### config.mk
export PLATFORM = sky130hd
export DESIGN_NAME = ttint_ctrl
export DESIGN_NICKNAME = d
export VERILOG_FILES = /design/src/ttint_pkg.sv /design/src/ttint_ctrl.sv
export VERILOG_INCLUDE_DIRS = /design/src /design/src/src
export SDC_FILE = /design/constraint.sdc
export NUM_CORES = 1
export LEC_CHECK = 0
export ABC_AREA = 1
export ABC_CLOCK_PERIOD_IN_PS = 1810
export BUFFER_PORTS_ARGS = -buffer_cell sky130_fd_sc_hd__buf_4
export CAP_MARGIN = 25
export CORE_AREA = 2 2 58 60
export CTS_BUF_LIST = sky130_fd_sc_hd__clkbuf_4 sky130_fd_sc_hd__clkbuf_8
export DETAILED_ROUTE_END_ITERATION = 8
export DIE_AREA = 0 0 60 62
export GPL_TIMING_DRIVEN = 1
export PLACE_DENSITY = 0.79
export SYNTH_ARGS = -nofsm -noshare
export SYNTH_HDL_FRONTEND = slang
export SYNTH_SLANG_ARGS = --single-unit
### constraint.sdc
create_clock -name clk -period 1.81 [get_ports clk]
set_input_delay 0.2715 -clock clk [delete_from_list [all_inputs] [get_ports clk]]
set_output_delay 0.2715 -clock clk [all_outputs]
set_load 0.01 [all_outputs]
### src/trajectory_table_interpolator_defines.svh
`ifndef TRAJECTORY_TABLE_INTERPOLATOR_DEFINES_SVH
`define TRAJECTORY_TABLE_INTERPOLATOR_DEFINES_SVH

// Same-cycle implication check, clocked on clk, off while arst_n is low.
`define TTI_ASSERT_IMP(lbl, ante, cons) \
	lbl: assert property (@(posedge clk) disable iff (!arst_n) (ante) |-> (cons)) \
	else $error("same-cycle check failed");

// Next-cycle implication check, clocked on clk, off while arst_n is low.
`define TTI_ASSERT_NXT(lbl, ante, cons) \
	lbl: assert property (@(posedge clk) disable iff (!arst_n) (ante) |=> (cons)) \
	else $error("next-cycle check failed");

`endif

### src/ttint_pkg.sv
package ttint_pkg;

	localparam int unsigned DATA_W = 32;

	typedef enum logic [1:0] {
		KIND_CLEAR  = 2'd0,
		KIND_APPEND = 2'd1,
		KIND_QUERY  = 2'd2
	} kind_t;

	typedef enum logic [1:0] {
		ST_OK    = 2'd0,
		ST_RANGE = 2'd1,
		ST_EMPTY = 2'd2
	} status_t;

	typedef enum logic [1:0] {
		RS_LO    = 2'd0,
		RS_HI    = 2'd1,
		RS_PROBE = 2'd2
	} rd_sel_t;

	typedef enum logic [1:0] {
		LANE_X = 2'd0,
		LANE_Y = 2'd1,
		LANE_T = 2'd2
	} lane_t;

	typedef struct packed {
		logic    clr;
		logic    wr;
		logic    load_z;
		logic    init_br;
		rd_sel_t rd_sel;
		logic    cap_lo_row;
		logic    cap_hi_row;
		logic    mul_gap;
		logic    div_start;
		logic    div_weight;
		logic    set_probe;
		logic    upd_br;
		logic    cap_w;
		logic    mul_en;
		lane_t   mul_lane;
		logic    sum_en;
		lane_t   sum_lane;
		logic    res_en;
		status_t res_status;
		logic    out_load;
	} cmd_t;

	typedef struct packed {
		logic count_zero;
		logic out_range;
		logic gap_gt1;
		logic div_done;
	} sts_t;

endpackage

### src/ttint_ctrl.sv
`include "trajectory_table_interpolator_defines.svh"

module ttint_ctrl (
	input  logic            clk,
	input  logic            arst_n,
	input  logic            in_valid,
	input  logic [1:0]      in_kind,
	output logic            in_ready,
	output logic            out_valid,
	input  logic            out_ready,
	output ttint_pkg::cmd_t cmd,
	input  ttint_pkg::sts_t sts
);

	typedef enum logic [20:0] {
		S_IDLE  = 21'h000001,
		S_CHK   = 21'h000002,
		S_RLO   = 21'h000004,
		S_RHI   = 21'h000008,
		S_RNG   = 21'h000010,
		S_LOOP  = 21'h000020,
		S_PDIV  = 21'h000040,
		S_PWAIT = 21'h000080,
		S_PSET  = 21'h000100,
		S_PRD   = 21'h000200,
		S_PCMP  = 21'h000400,
		S_FLO   = 21'h000800,
		S_FHI   = 21'h001000,
		S_FCAP  = 21'h002000,
		S_WDIV  = 21'h004000,
		S_WWAIT = 21'h008000,
		S_BX    = 21'h010000,
		S_BY    = 21'h020000,
		S_BT    = 21'h040000,
		S_BE    = 21'h080000,
		S_DONE  = 21'h100000
	} state_t;

	state_t state_q, state_d;
	logic   out_valid_q;

	assign in_ready  = state_q == S_IDLE;
	assign out_valid = out_valid_q;

	always_comb begin
		cmd     = '0;
		state_d = state_q;
		unique case (state_q)
			S_IDLE: begin
				if (in_valid) begin
					case (ttint_pkg::kind_t'(in_kind))
						ttint_pkg::KIND_CLEAR:  cmd.clr = 1'b1;
						ttint_pkg::KIND_APPEND: cmd.wr = 1'b1;
						ttint_pkg::KIND_QUERY: begin
							cmd.load_z = 1'b1;
							state_d    = S_CHK;
						end
						default: ;
					endcase
				end
			end
			S_CHK: begin
				if (sts.count_zero) begin
					cmd.res_en     = 1'b1;
					cmd.res_status = ttint_pkg::ST_EMPTY;
					state_d        = S_DONE;
				end else begin
					cmd.init_br = 1'b1;
					state_d     = S_RLO;
				end
			end
			S_RLO: begin
				cmd.rd_sel = ttint_pkg::RS_LO;
				state_d    = S_RHI;
			end
			S_RHI: begin
				cmd.cap_lo_row = 1'b1;
				cmd.rd_sel     = ttint_pkg::RS_HI;
				state_d        = S_RNG;
			end
			S_RNG: begin
				cmd.cap_hi_row = 1'b1;
				if (sts.out_range) begin
					cmd.res_en     = 1'b1;
					cmd.res_status = ttint_pkg::ST_RANGE;
					state_d        = S_DONE;
				end else begin
					state_d = S_LOOP;
				end
			end
			S_LOOP: begin
				if (sts.gap_gt1) begin
					cmd.mul_gap = 1'b1;
					state_d     = S_PDIV;
				end else begin
					state_d = S_FLO;
				end
			end
			S_PDIV: begin
				cmd.div_start = 1'b1;
				state_d       = S_PWAIT;
			end
			S_PWAIT: begin
				if (sts.div_done) begin
					state_d = S_PSET;
				end
			end
			S_PSET: begin
				cmd.set_probe = 1'b1;
				state_d       = S_PRD;
			end
			S_PRD: begin
				cmd.rd_sel = ttint_pkg::RS_PROBE;
				state_d    = S_PCMP;
			end
			S_PCMP: begin
				cmd.upd_br = 1'b1;
				state_d    = S_LOOP;
			end
			S_FLO: begin
				cmd.rd_sel = ttint_pkg::RS_LO;
				state_d    = S_FHI;
			end
			S_FHI: begin
				cmd.cap_lo_row = 1'b1;
				cmd.rd_sel     = ttint_pkg::RS_HI;
				state_d        = S_FCAP;
			end
			S_FCAP: begin
				cmd.cap_hi_row = 1'b1;
				state_d        = S_WDIV;
			end
			S_WDIV: begin
				cmd.div_start  = 1'b1;
				cmd.div_weight = 1'b1;
				state_d        = S_WWAIT;
			end
			S_WWAIT: begin
				if (sts.div_done) begin
					cmd.cap_w = 1'b1;
					state_d   = S_BX;
				end
			end
			S_BX: begin
				cmd.mul_en     = 1'b1;
				cmd.mul_lane   = ttint_pkg::LANE_X;
				cmd.res_en     = 1'b1;
				cmd.res_status = ttint_pkg::ST_OK;
				state_d        = S_BY;
			end
			S_BY: begin
				cmd.mul_en   = 1'b1;
				cmd.mul_lane = ttint_pkg::LANE_Y;
				cmd.sum_en   = 1'b1;
				cmd.sum_lane = ttint_pkg::LANE_X;
				state_d      = S_BT;
			end
			S_BT: begin
				cmd.mul_en   = 1'b1;
				cmd.mul_lane = ttint_pkg::LANE_T;
				cmd.sum_en   = 1'b1;
				cmd.sum_lane = ttint_pkg::LANE_Y;
				state_d      = S_BE;
			end
			S_BE: begin
				cmd.sum_en   = 1'b1;
				cmd.sum_lane = ttint_pkg::LANE_T;
				state_d      = S_DONE;
			end
			S_DONE: begin
				if (!out_valid_q || out_ready) begin
					cmd.out_load = 1'b1;
					state_d      = S_IDLE;
				end
			end
			default: state_d = S_IDLE;
		endcase
	end

	always_ff @(posedge clk or negedge arst_n) begin
		if (!arst_n) begin
			state_q     <= S_IDLE;
			out_valid_q <= 1'b0;
		end else begin
			state_q <= state_d;
			if (cmd.out_load) begin
				out_valid_q <= 1'b1;
			end else if (out_ready) begin
				out_valid_q <= 1'b0;
			end
		end
	end

	`TTI_ASSERT_IMP(a_done_in_wait, sts.div_done, (state_q == S_PWAIT) || (state_q == S_WWAIT))
	`TTI_ASSERT_NXT(a_load_shows, cmd.out_load, out_valid_q)
	`TTI_ASSERT_IMP(a_no_drop, cmd.out_load, !out_valid_q || out_ready)

endmodule

-- Yosys cells after proc, flatten, opt, wreduce, memory -nomap -nowiden
Cells that the tools add are included.
- equal/unequal tests: 28
- multiplexer cells: 36
- reduce and logical (&&, ||, !) cells: 8
- operator list (kind ; count):
    case mux 21 bit (21 select lines) ; 1
    2-to-1 mux 21 bit ; 7
    case mux 3 bit (3 select lines) ; 3
    == test 21 x 1 -> 1 bit (second input constant) ; 1
    == test 21 x 10 -> 1 bit (second input constant) ; 1
    == test 21 x 11 -> 1 bit (second input constant) ; 1
    == test 21 x 12 -> 1 bit (second input constant) ; 1
    == test 21 x 13 -> 1 bit (second input constant) ; 1
    == test 21 x 14 -> 1 bit (second input constant) ; 1
    == test 21 x 15 -> 1 bit (second input constant) ; 1
    == test 21 x 16 -> 1 bit (second input constant) ; 1
    == test 21 x 17 -> 1 bit (second input constant) ; 1
    == test 21 x 18 -> 1 bit (second input constant) ; 1
    == test 21 x 19 -> 1 bit (second input constant) ; 1
    == test 21 x 2 -> 1 bit (second input constant) ; 1
    == test 21 x 20 -> 1 bit (second input constant) ; 1
    == test 21 bit (second input constant) ; 1
    == test 21 x 3 -> 1 bit (second input constant) ; 1
    == test 21 x 4 -> 1 bit (second input constant) ; 1
    == test 21 x 5 -> 1 bit (second input constant) ; 1
    == test 21 x 6 -> 1 bit (second input constant) ; 1
    == test 21 x 7 -> 1 bit (second input constant) ; 1
    == test 21 x 8 -> 1 bit (second input constant) ; 1
    == test 21 x 9 -> 1 bit (second input constant) ; 1
    other kinds (14) ; 40
- register bits after elaboration: 22
- bits of input ports: 10
- output and inout port bits: 26
- logic and storage cells: 74

-- Logic depth before layout (Yosys ltp)
- depth in word-level cells: 5
- gate-level depth with buffers: 12
- mapped depth without buffers: 12

-- Least setup slack after synthesis
Ideal clock, no wire load.
- kind: reg-to-output
- start point: register state_q[18]
- end point: output cmd[22] in the netlist's numbering
- arrival time: 1490 ps
- required time: 1539 ps
- setup slack: 49 ps
- cell stages (with the launch flop): 8
- buffers on the path: 0
- path through: dfrtp_1 nor2_2 nand2_1 nor2_4 nand2_4 nor2_4 inv_1 nor4_1
- RTL lines (what ; RTL line ; source):
    start: declaration ; ttint_ctrl.sv:39 ; state_t state_q, state_d;
    start signal: assignment ; ttint_ctrl.sv:185 ; state_q <= state_d;
    end: declaration ; ttint_ctrl.sv:11 ; output ttint_pkg::cmd_t cmd,

==> results.ini <==
[outcome]
status=finished, violations left
violations=setup timing

[drt]
post_drt_wl_per_cell_um=19.4
ant_nets=0
firstDrtPassIters=5
drt_iter0_drc=165
vias=2016
vias_per_cell=5.65
drc=0
wl_um=6930

[global_routing]
grt_use_met3_pct=3.73
grt-ovfl-total=0
globalRoute.busiestLayer=met2
grt_max_degree=23
grt_pass1_vias=1785
grt_usage_pct=28.4
antenna_found_initial=0
grt.met2_usage_pct=51.9
grt_pass1_wl_um=7860
gr-usage-met1_pct=33.6

[setup_path]
slowest_stage=dfrtp_1
worst_ep_required_time_ns=1.54
crit_path_cell_trace=nor2_2 -> nand2_2 -> nor2_8 -> nand2_4 -> inv_4 -> nand3_4 -> o22ai_2 -> inv_1 -> nand2_1 -> buf_6
r2r_cells=14
cpPeakStageDelay_ns=0.45
cp.arrival_ns=1.89
path_max_fanout=6
worst-path-stages=10
end_kind=primary output
cp.buffers_inverters=3
crit_family=simple AND/OR/NAND/NOR gates
worst-setup-path-type=reg2out
startpoint_type=flop
r2r_start=state_q[0]
reg2reg_slack_ns=-0.26
r2r_end=state_q[0]

[logic_synthesis]
yosys.area.top_type=dfrtp_1
synth_top_area_share_pct=35.8
synthCells=207
syn-num-nets=217
avgSynthCellArea_um2=7.08
synth_seq_cells=22
synth_cell_types=25
async_flop_share_pct=100
synth_edf_count=0
syn_area_um2=1470
yosysSeqAreaShare_pct=37.6
ys.flop_type=dfrtp_1
ys_warn_count=0
synth_area_leaders=dfrtp_1 (36%), inv_1 (11%), nor2_1 (10%)

[hold_path]
hp-class=in2reg
min-delay-start=sts[1]
worstHoldPathCells=2
min_to=state_q[11]

[sta]
timing.final.max_slew_violations=0
finalClockSkew_ns=0.00672
fin_tns_setup_ns=-6.23
hold_viol=0
tightest_slew_ns=0.527
post-route-min-period_ns=2.16
setup_violations=29
final.period_utilization_pct=119
fmax_mhz=463
timing.slew.headroom_pct=64.6
layout_setup_ws_ns=-0.349
rsz0062_at_grt=yes

[floorplan]
core_um2=3180
row_count=21
initial_utilization_pct=46.1
die_height_um=62
die_area_um2=3720
die_w_um=60
pin_count=36

[power]
peakVddDrop_mv=0.584
power_w=0.00180
cellPowerDensity_nw_per_um2=664
leakagePower_nw=1.48

[placed_design]
gp_congestion=0.906
dp_hpwl_um=2800
dp.cells=299
io_buffers=35

[finish]
nets=322
synthToLayoutAreaGrowth_pct=85.4
utilization_pct=85.5
antenna_cells=0
layout.cells.non_filler=357
layout-drive-gt1-share_pct=58.8

[clock_network]
h-tree-depth=1
clk_pin_slew_ns=0.13
clk_path_buf_depth=2
numCtsBuffers=3
clkLatencyLatePin_ns=0.32
cts_tree=done
clock-root-buffer=clkbuf_4
clock_sinks=22

[flow_run]
cap_violations=0

[power by group]
group	switching [W]	total [W]	internal [W]
clock	0.000168	0.000291	0.000123
combinational	0.000546	0.000972	0.000426
sequential	0.0000242	0.000541	0.000517
total	0.000738	0.00180	0.00107
[flip-flops by register name, indices dropped and copies added (netlist names)]
signal     cells
state_q       21
out_valid      1
[layout make-up]
cell class / instances / area [um2]
Fill cell: 159 / 460
Sequential cell: 22 / 553
Multi-Input combinational cell: 140 / 1030
Timing Repair Buffer: 100 / 862
Tap cell: 46 / 57.6
Inverter: 45 / 178
Clock buffer: 4 / 36.3
[layer usage]
metal	vias up	share of wire [%]
li1	855	-
met1	950	35
met4	0	7.3
met5	-	0
met2	154	49
met3	57	8.1
[cell usage in the layout, fill, tap and decap left out, drive strengths merged]
cell type / instances
or2: 2
nand4: 3
o21ai: 6
o22ai: 1
nand3: 27
nand2: 34
a21oi: 2
nand3b: 1
and2: 1
clkbuf: 4
nor3: 1
inv: 44
nor2: 55
clkinvlp: 1
dlygate4sd3: 1
dfstp: 1
dfrtp: 21
buf: 99
nor4: 7
[synthesized netlist by cell type (2+ instances only)]
cell and number:
nand4_1 3, dfrtp_1 21, nand2_1 26, nor2_2 10, nand2_2 7, inv_1 42, a21oi_1 2, nand3_2 5
nand3_1 22, nor4_1 7, nor2_8 2, o21ai_2 3, nor2_1 41, inv_2 2, o21ai_0 3, nor2_4 2
[repair_timing]
item                                    4_1_cts  5_1_grt
hold endpoints to repair                     21        0
pin swaps                                    16       28
resized for setup                            59       44
endpoints found under the setup margin       25       28
hold buffers                                  1        0
setup buffers                                37       21
[how the worst max path moves through the flow]
stage / startpoint / end / slack (ns)
after detailed placement: state_q[19] / cmd[3] / 0.02
after global routing: state_q[14] / cmd[3] / -0.43
after floorplan: state_q[18] / cmd[22] / 0.05
after global placement: state_q[19] / cmd[3] / 0.05
final: state_q[11] / cmd[3] / -0.35
after CTS: state_q[11] / cmd[3] / -0.23
[cells by family (layout without fill, tap and decap cells)]
group                  Yosys count  after routing  synth area share (%)
flip-flops                      22             22                  37.6
AND/OR/NAND/NOR                131            131                  46.8
buffers and inverters           45            149                  11.7
AO/OA/AOI/OAI                    9              9                  3.93
[per-stage QoR]
| step | setup WS [ns] | cell area (um2) | hold slack [ns] |
|---|---|---|---|
| final | -0.349 | 2720 | 0.100 |
| after global routing | -0.428 | 2720 | 0.0958 |
| after CTS | -0.232 | 2430 | 0.0983 |
| after detailed placement | 0.0161 | 1870 | 0.180 |
| after global placement | 0.0539 | 1870 | 0.180 |
| after floorplan | 0.0489 | 1470 | -0.0241 |
No activity file was read; power rests on OpenSTA's default activity.
